File: config.mk
export PLATFORM = sky130hd
export DESIGN_NAME = http_request_line_parser
export DESIGN_NICKNAME = d
export VERILOG_FILES = /design/src/sv/hrlp_pkg.sv /design/src/sv/http_request_line_parser.sv
export SDC_FILE = /design/constraint.sdc
export NUM_CORES = 1
export LEC_CHECK = 0
export BUFFER_PORTS_ARGS = -buffer_cell sky130_fd_sc_hd__buf_2
export CAP_MARGIN = 10
export CELL_PAD_IN_SITES_DETAIL_PLACEMENT = 1
export CELL_PAD_IN_SITES_GLOBAL_PLACEMENT = 1
export CORE_MARGIN = 2
export CORE_UTILIZATION = 55
export CTS_BUF_LIST = sky130_fd_sc_hd__clkbuf_16
export CTS_CLUSTER_DIAMETER = 50
export DETAILED_ROUTE_END_ITERATION = 10
export PLACE_DENSITY_LB_ADDON = 0.1
export SETUP_SLACK_MARGIN = 0.02
export SLEW_MARGIN = 20
export SYNTH_ARGS = -nofsm -noshare
export SYNTH_HDL_FRONTEND = slang
export SYNTH_SLANG_ARGS = --single-unit
export TNS_END_PERCENT = 50
File: constraint.sdc
create_clock -name clock -period 7.05 [get_ports clock]
set_clock_uncertainty 0.2 [all_clocks]
set_input_delay 0.3525 -clock clock [delete_from_list [all_inputs] [get_ports clock]]
set_output_delay 0.3525 -clock clock [all_outputs]
set_load 0.03 [all_outputs]
File: src/sv/hrlp_pkg.sv
// Package for the HTTP request-line parser: word types, parse mode codes,
// method name table and hex digit decode. No dependencies.
package hrlp_pkg;

   typedef struct packed {
      logic [7:0] req_byte;
      logic       last_byte;
   } req_word_type;

   typedef struct packed {
      logic        out_kind;
      logic [7:0]  path_char;
      logic [3:0]  method_code;
      logic        path_ok;
      logic [12:0] path_length;
      logic        run_end;
   } rsp_word_type;

   localparam logic [1:0] MODE_NORMAL = 2'd0;
   localparam logic [1:0] MODE_ESCAPE = 2'd1;
   localparam logic [1:0] MODE_DONE   = 2'd2;

   localparam logic KIND_PATH    = 1'b0;
   localparam logic KIND_SUMMARY = 1'b1;

   localparam int          NUM_METHODS    = 9;
   localparam logic [3:0]  METHOD_UNKNOWN = 4'd9;
   localparam logic [8:0]  ALL_METHODS    = 9'h1FF;

   localparam logic [7:0] CHAR_NEWLINE = 8'h0A;
   localparam logic [7:0] CHAR_SPACE   = 8'h20;
   localparam logic [7:0] CHAR_PERCENT = 8'h25;

   localparam int QUEUE_DEPTH = 8;

   localparam logic [7:0] METHOD_NAMES [NUM_METHODS][8] = '{
      '{"G", "E", "T", 8'h00, 8'h00, 8'h00, 8'h00, 8'h00},
      '{"P", "O", "S", "T",   8'h00, 8'h00, 8'h00, 8'h00},
      '{"P", "U", "T", 8'h00, 8'h00, 8'h00, 8'h00, 8'h00},
      '{"D", "E", "L", "E",   "T",   "E",   8'h00, 8'h00},
      '{"H", "E", "A", "D",   8'h00, 8'h00, 8'h00, 8'h00},
      '{"C", "O", "N", "N",   "E",   "C",   "T",   8'h00},
      '{"O", "P", "T", "I",   "O",   "N",   "S",   8'h00},
      '{"T", "R", "A", "C",   "E",   8'h00, 8'h00, 8'h00},
      '{"P", "A", "T", "C",   "H",   8'h00, 8'h00, 8'h00}
   };

   localparam logic [3:0] METHOD_LENS [NUM_METHODS] = '{
      4'd3, 4'd4, 4'd3, 4'd6, 4'd4, 4'd7, 4'd7, 4'd5, 4'd5
   };

   // 0-9, A-F, a-f give their value; anything else decodes as zero
   function automatic logic [3:0] hex_value(input logic [7:0] c);
      logic [7:0] v;
      v = 8'h00;
      if (c >= "0" && c <= "9") begin
         v = c - 8'h30;
      end else if (c >= "A" && c <= "F") begin
         v = c - 8'h37;
      end else if (c >= "a" && c <= "f") begin
         v = c - 8'h57;
      end
      return v[3:0];
   endfunction

endpackage

File: src/sv/http_request_line_parser.sv
// A byte's first result word passes the input register and the result queue before it is offered.
// Throughput: one byte per cycle while req_stall is low; a byte that yields a path byte and a summary
// gives two result words, absorbed by an eight-word result queue (input stalls
// once more than four words are queued).
// Reset: synchronous, active high; parser state and the result queue are cleared.
// Uses hrlp_pkg for word types, mode codes, method table and hex decode.
module http_request_line_parser #(
   parameter int MAX_LINE = 4096
) (
   input  logic                  clock,
   input  logic                  reset,
   input  logic                  req_valid,
   output logic                  req_stall,
   input  hrlp_pkg::req_word_type req_data,
   output logic                  rsp_valid,
   input  logic                  rsp_stall,
   output hrlp_pkg::rsp_word_type rsp_data
);
   import hrlp_pkg::*;

   localparam int PtrW = $clog2(QUEUE_DEPTH);
   localparam int CntW = $clog2(QUEUE_DEPTH + 1);
   localparam logic [12:0] LenCap = 13'((MAX_LINE < 8191) ? MAX_LINE : 8191);
   localparam logic [CntW-1:0] StallLevel = CntW'(QUEUE_DEPTH - 4);

   // input register
   logic         in_valid_ff;
   req_word_type in_word_ff;

   // parser state
   logic [1:0]  mode_ff, mode_in;
   logic        esc_high_pending_ff, esc_high_pending_in;
   logic [3:0]  esc_nibble_ff, esc_nibble_in;
   logic [1:0]  token_idx_ff, token_idx_in;
   logic        token_nonempty_ff, token_nonempty_in;
   logic [8:0]  match_ff, match_in;
   logic [3:0]  char_pos_ff, char_pos_in;
   logic [12:0] path_count_ff, path_count_in;

   // result queue
   rsp_word_type        queue_ff [QUEUE_DEPTH];
   logic [PtrW-1:0]     wr_ptr_ff, rd_ptr_ff;
   logic [CntW-1:0]     count_ff;

   rsp_word_type word0, word1;
   logic [1:0]   n_words;
   logic         pop;

   assign req_stall = count_ff > StallLevel;
   assign rsp_valid = count_ff != '0;
   assign rsp_data  = queue_ff[rd_ptr_ff];
   assign pop       = rsp_valid && !rsp_stall;

   always_ff @(posedge clock) begin
      if (reset) begin
         in_valid_ff <= 1'b0;
      end else begin
         in_valid_ff <= req_valid && !req_stall;
      end
      if (req_valid && !req_stall) begin
         in_word_ff <= req_data;
      end
   end

   always_comb begin
      logic [7:0] c;
      logic       have_byte;
      logic [7:0] dec;
      logic       have_path;
      logic       have_summary;
      logic [7:0] pchar;
      logic       ok;
      logic [3:0] meth;
      rsp_word_type summ;

      c            = in_word_ff.req_byte;
      have_byte    = 1'b0;
      dec          = c;
      have_path    = 1'b0;
      have_summary = 1'b0;
      pchar        = 8'h00;
      ok           = 1'b0;
      meth         = METHOD_UNKNOWN;

      mode_in             = mode_ff;
      esc_high_pending_in = esc_high_pending_ff;
      esc_nibble_in       = esc_nibble_ff;
      token_idx_in        = token_idx_ff;
      token_nonempty_in   = token_nonempty_ff;
      match_in            = match_ff;
      char_pos_in         = char_pos_ff;
      path_count_in       = path_count_ff;

      if (in_valid_ff) begin
         unique case (mode_ff)
            MODE_ESCAPE: begin
               if (esc_high_pending_ff) begin
                  esc_nibble_in       = hex_value(c);
                  esc_high_pending_in = 1'b0;
               end else begin
                  mode_in   = MODE_NORMAL;
                  dec       = {esc_nibble_ff, hex_value(c)};
                  have_byte = 1'b1;
               end
            end
            MODE_NORMAL: begin
               priority if (c == CHAR_NEWLINE || c == CHAR_SPACE) begin
                  // token end: a newline only counts a non-empty token
                  if (c == CHAR_SPACE || token_nonempty_ff) begin
                     if (token_idx_ff == 2'd0) begin
                        for (int i = 0; i < NUM_METHODS; i++) begin
                           if (METHOD_LENS[i] != char_pos_ff) begin
                              match_in[i] = 1'b0;
                           end
                        end
                     end
                     if (token_idx_ff < 2'd2) begin
                        token_idx_in = token_idx_ff + 2'd1;
                     end
                     token_nonempty_in = 1'b0;
                  end
                  if (c == CHAR_NEWLINE) begin
                     mode_in      = MODE_DONE;
                     have_summary = 1'b1;
                  end
               end else if (c == CHAR_PERCENT) begin
                  mode_in             = MODE_ESCAPE;
                  esc_high_pending_in = 1'b1;
                  esc_nibble_in       = 4'd0;
               end else begin
                  have_byte = 1'b1;
               end
            end
            default: begin
               // done: bytes are dropped until the last byte
            end
         endcase

         if (have_byte) begin
            token_nonempty_in = 1'b1;
            if (token_idx_ff == 2'd0) begin
               for (int i = 0; i < NUM_METHODS; i++) begin
                  if (char_pos_ff >= METHOD_LENS[i] ||
                      METHOD_NAMES[i][char_pos_ff[2:0]] != dec) begin
                     match_in[i] = 1'b0;
                  end
               end
               if (char_pos_ff < 4'd15) begin
                  char_pos_in = char_pos_ff + 4'd1;
               end
            end else if (token_idx_ff == 2'd1) begin
               if (path_count_ff < LenCap) begin
                  path_count_in = path_count_ff + 13'd1;
               end
               have_path = 1'b1;
               pchar     = dec;
            end
         end

         if (in_word_ff.last_byte && mode_in != MODE_DONE) begin
            have_summary = 1'b1;
         end
      end

      ok = token_idx_in >= 2'd2;
      if (ok) begin
         for (int i = NUM_METHODS - 1; i >= 0; i--) begin
            if (match_in[i]) begin
               meth = 4'(i);
            end
         end
      end

      summ.out_kind    = KIND_SUMMARY;
      summ.path_char   = 8'h00;
      summ.method_code = meth;
      summ.path_ok     = ok;
      summ.path_length = path_count_in;
      summ.run_end     = 1'b1;

      word0.out_kind    = KIND_PATH;
      word0.path_char   = pchar;
      word0.method_code = 4'd0;
      word0.path_ok     = 1'b0;
      word0.path_length = 13'd0;
      word0.run_end     = !have_summary;
      word1             = summ;

      if (have_path && have_summary) begin
         n_words = 2'd2;
      end else if (have_path) begin
         n_words = 2'd1;
      end else if (have_summary) begin
         n_words = 2'd1;
         word0   = summ;
      end else begin
         n_words = 2'd0;
      end

      // last byte: back to the reset state for the next request
      if (in_valid_ff && in_word_ff.last_byte) begin
         mode_in             = MODE_NORMAL;
         esc_high_pending_in = 1'b0;
         esc_nibble_in       = 4'd0;
         token_idx_in        = 2'd0;
         token_nonempty_in   = 1'b0;
         match_in            = ALL_METHODS;
         char_pos_in         = 4'd0;
         path_count_in       = 13'd0;
      end
   end

   always_ff @(posedge clock) begin
      if (reset) begin
         mode_ff             <= MODE_NORMAL;
         esc_high_pending_ff <= 1'b0;
         esc_nibble_ff       <= 4'd0;
         token_idx_ff        <= 2'd0;
         token_nonempty_ff   <= 1'b0;
         match_ff            <= ALL_METHODS;
         char_pos_ff         <= 4'd0;
         path_count_ff       <= 13'd0;
         wr_ptr_ff           <= '0;
         rd_ptr_ff           <= '0;
         count_ff            <= '0;
      end else begin
         mode_ff             <= mode_in;
         esc_high_pending_ff <= esc_high_pending_in;
         esc_nibble_ff       <= esc_nibble_in;
         token_idx_ff        <= token_idx_in;
         token_nonempty_ff   <= token_nonempty_in;
         match_ff            <= match_in;
         char_pos_ff         <= char_pos_in;
         path_count_ff       <= path_count_in;
         wr_ptr_ff           <= wr_ptr_ff + PtrW'(n_words);
         if (pop) begin
            rd_ptr_ff <= rd_ptr_ff + PtrW'(1);
         end
         count_ff <= count_ff + CntW'(n_words) - CntW'(pop);
      end
      if (n_words != 2'd0) begin
         queue_ff[wr_ptr_ff] <= word0;
      end
      if (n_words == 2'd2) begin
         queue_ff[wr_ptr_ff + PtrW'(1)] <= word1;
      end
   end

endmodule

==> impl_metrics.toml <==
[sta]
finalHoldViolCount = 0
max_freq_mhz = 193
setup_viol = 0
finalCritPeriodShare = 0.736
fin_hold_ws_ns = 0.0982
slew_headroom = 0.230
fin_crit_ns = 5.19
worst_pin_slew_ns = 1.15
setup_tns_ns = 0
fin_ws_ns = 1.86
drv_slew = 0
rsz0062_at_grt = "false"

[synth]
synth_cells = 1199
syn-num-nets = 1245
avgSynthCellArea_um2 = 11.5
synth.cell_area_um2 = 13800
synth_area_leaders = "edfxtp_1, dfxtp_1, mux4_2"
yosysTopAreaCell = "edfxtp_1"
async_reset_ff_frac = 0
synth_edf_count = 153
yosys_warnings = 0
seq_area_frac_synth = 0.522
ys_ff_latch = 283
synth_top_area_share = 0.333
yosys.cell_types.count = 84
synth_ff_type = "edfxtp_1"

[power]
power_density_nw_per_um2 = 301
p_leak_nw = 5.37
ir_drop_mv = 0.317

[global_routing]
grt_overflow_total = 0
first_global_vias = 11169
grt_pass1_wl_mm = 64.1
grt_max_degree = 57
track_usage = 0.318
antenna_found_initial = 1

[worst_setup_path]
critPathRequiredTime_ns = 7.25
worst_setup_path_end_kind = "flip-flop"
worstSetupPathType = "reg -> reg"
start_kind = "flip-flop"
cp_max_fo = 20
ff2ff_path_depth = 10
arrival_ns = 5.39

[finish]
nFillCells = 2465
nets = 1292
final_cell_mix = "nor2_1, edfxtp_1, dfxtp_1, nand2_1"
area_growth_pct = 12.4
mostFrequentLayoutCell = "nor2_1"
layout-drive-gt1-share = 0.186
diodes = 0

[clock_network]
post_cts_resized = 0
cts-root-buf = "clkbuf_16"
path_clk_slew_ns = 0.05
cts_max_level = 2
cts_buffers = 35
clk_path_buf_depth = 3
clkLatencyLatePin_ns = 0.52
cts.sink_count = 283
tritoncts = "built"

[hold_path]
hold_path_class = "in -> reg"
min_path_cells = 4

[drt]
drt-total-wl_mm = 40.8
dr.pass1.iters = 7
drc_errors = 0
via_count = 10314
via_per_inst = 6.46
detail-route-antenna-nets = 0
first_iter_violations = 981
wl_per_cell_um = 25.6

[die]
die_h_um = 162
fp.dieW_um = 162
num_io_pins = 43
start_util = 0.564
dieArea_um2 = 26400
fp.coreArea_um2 = 24500
row_count = 57

[placement]
dp_slack_ns = 2.17
dp_hpwl_mm = 26.5
portBuffers = 42
gp_congestion = 0.900

[outcome]
status = "complete, no violations"

[flow_run]
timing.max_cap.violations = 0
==> power by group <==
part | switching, mW | internal, mW
Combinational | 0.642 | 0.468
Sequential | 0.102 | 1.80
Clock | 0.705 | 0.954
==> routing by layer <==
metal	vias to the layer above	GRT usage	part of all wire
met2	374	0.539	0.50
met4	0	0.100	0.023
met3	76	0.0504	0.060
li1	4508	-	-
met5	-	0	0
met1	5356	0.423	0.42
==> state kept, by name, indices dropped and copies added (netlist names), named ones only <==
| name | cells |
|---|---|
| esc_high_pending_ff | 1 |
| char_pos_ff | 4 |
| match_ff | 9 |
| in_word_ff | 9 |
| path_count_ff | 13 |
| mode_ff | 2 |
| in_valid_ff | 1 |
| rd_ptr_ff | 3 |
| token_idx_ff | 2 |
| esc_nibble_ff | 4 |
| token_nonempty_ff | 1 |
| count_ff | 4 |
| queue_ff | 224 |
| wr_ptr_ff | 3 |
==> timing repair <==
item | 4_1_cts | 5_1_grt
setup endpoints to repair | 0 | 0
hold endpoints to repair | 14 | 0
hold buffers | 10 | 0
buffers inserted | 0 | 0
==> synthesized netlist by cell type, types with 9 or more instances <==
cell,count
or3_1,11
buf_1,9
edfxtp_1,153
a22o_1,56
nand4_1,9
clkbuf_1,40
inv_1,38
nor3_1,24
ha_1,31
nand2_1,67
xnor2_1,29
mux2_2,31
nor3_2,10
a21oi_1,48
nor2b_1,9
a211oi_1,12
o21ai_0,35
mux4_2,56
nand3_1,20
dfxtp_1,130
xor2_1,20
nand2b_1,13
nor2_1,217
==> through the flow <==
step                      power [mW]  instances  utilization  area (µm²)
after global placement          2.99       1522        0.585       14300
after CTS                       4.69       1596        0.633       15500
after floorplan                 2.74       1199            -       13800
final                           4.67       1597        0.634       15500
after global routing            4.84       1597        0.634       15500
after detailed placement        3.03       1522        0.585       14300
==> worst max-delay path, stage by stage (launching register included) <==
cell and delay, ns:
dfxtp_1 0.52, or3b_1 0.72, o21ai_1 0.47, nand3_1 0.27, ha_1 0.38, nand2b_1 0.28, nor2_1 0.58, nor2_1 0.34
inv_1 0.87, nor2_1 0.18, a21oi_1 0.27
==> final cells by class <==
class,instances,area (µm²),share of cell area
sequential,283,7200,0.464
multi-input combinational,818,6240,0.402
clock buffer,37,926,0.0597
timing repair buffer,69,442,0.0285
tap,324,405,0.0261
inverter,39,146,0.00944
clock inverter,27,145,0.00936
==> cells by family (layout without fill, tap and decap cells) <==
kind of cell    count (synthesis)  count (layout)  share of synthesized area
fa+ha+maj                      33              33                     0.0310
mux                            94              94                      0.123
flops                         283             283                      0.522
simple gates                  420             420                      0.144
buf+inv                        98             172                     0.0287
compound gates                222             222                      0.121
xor+xnor                       49              49                     0.0311
==> worst paths after layout <==
kind                                                   start                      endpoint  slack, ns
worst max-delay path                 mode_ff[0]$_SDFFE_PP0P_   queue_ff[3][0]$_SDFFE_PP1P_       1.86
worst min-delay path                               rsp_stall     rd_ptr_ff[0]$_SDFFE_PP0P_        0.1
worst max register to register       mode_ff[0]$_SDFFE_PP0P_   queue_ff[3][0]$_SDFFE_PP1P_       1.86
worst min register to register  queue_ff[7][21]$_SDFFE_PP0P_  queue_ff[7][21]$_SDFFE_PP0P_       0.26
No activity file was read; power rests on OpenSTA's default activity.
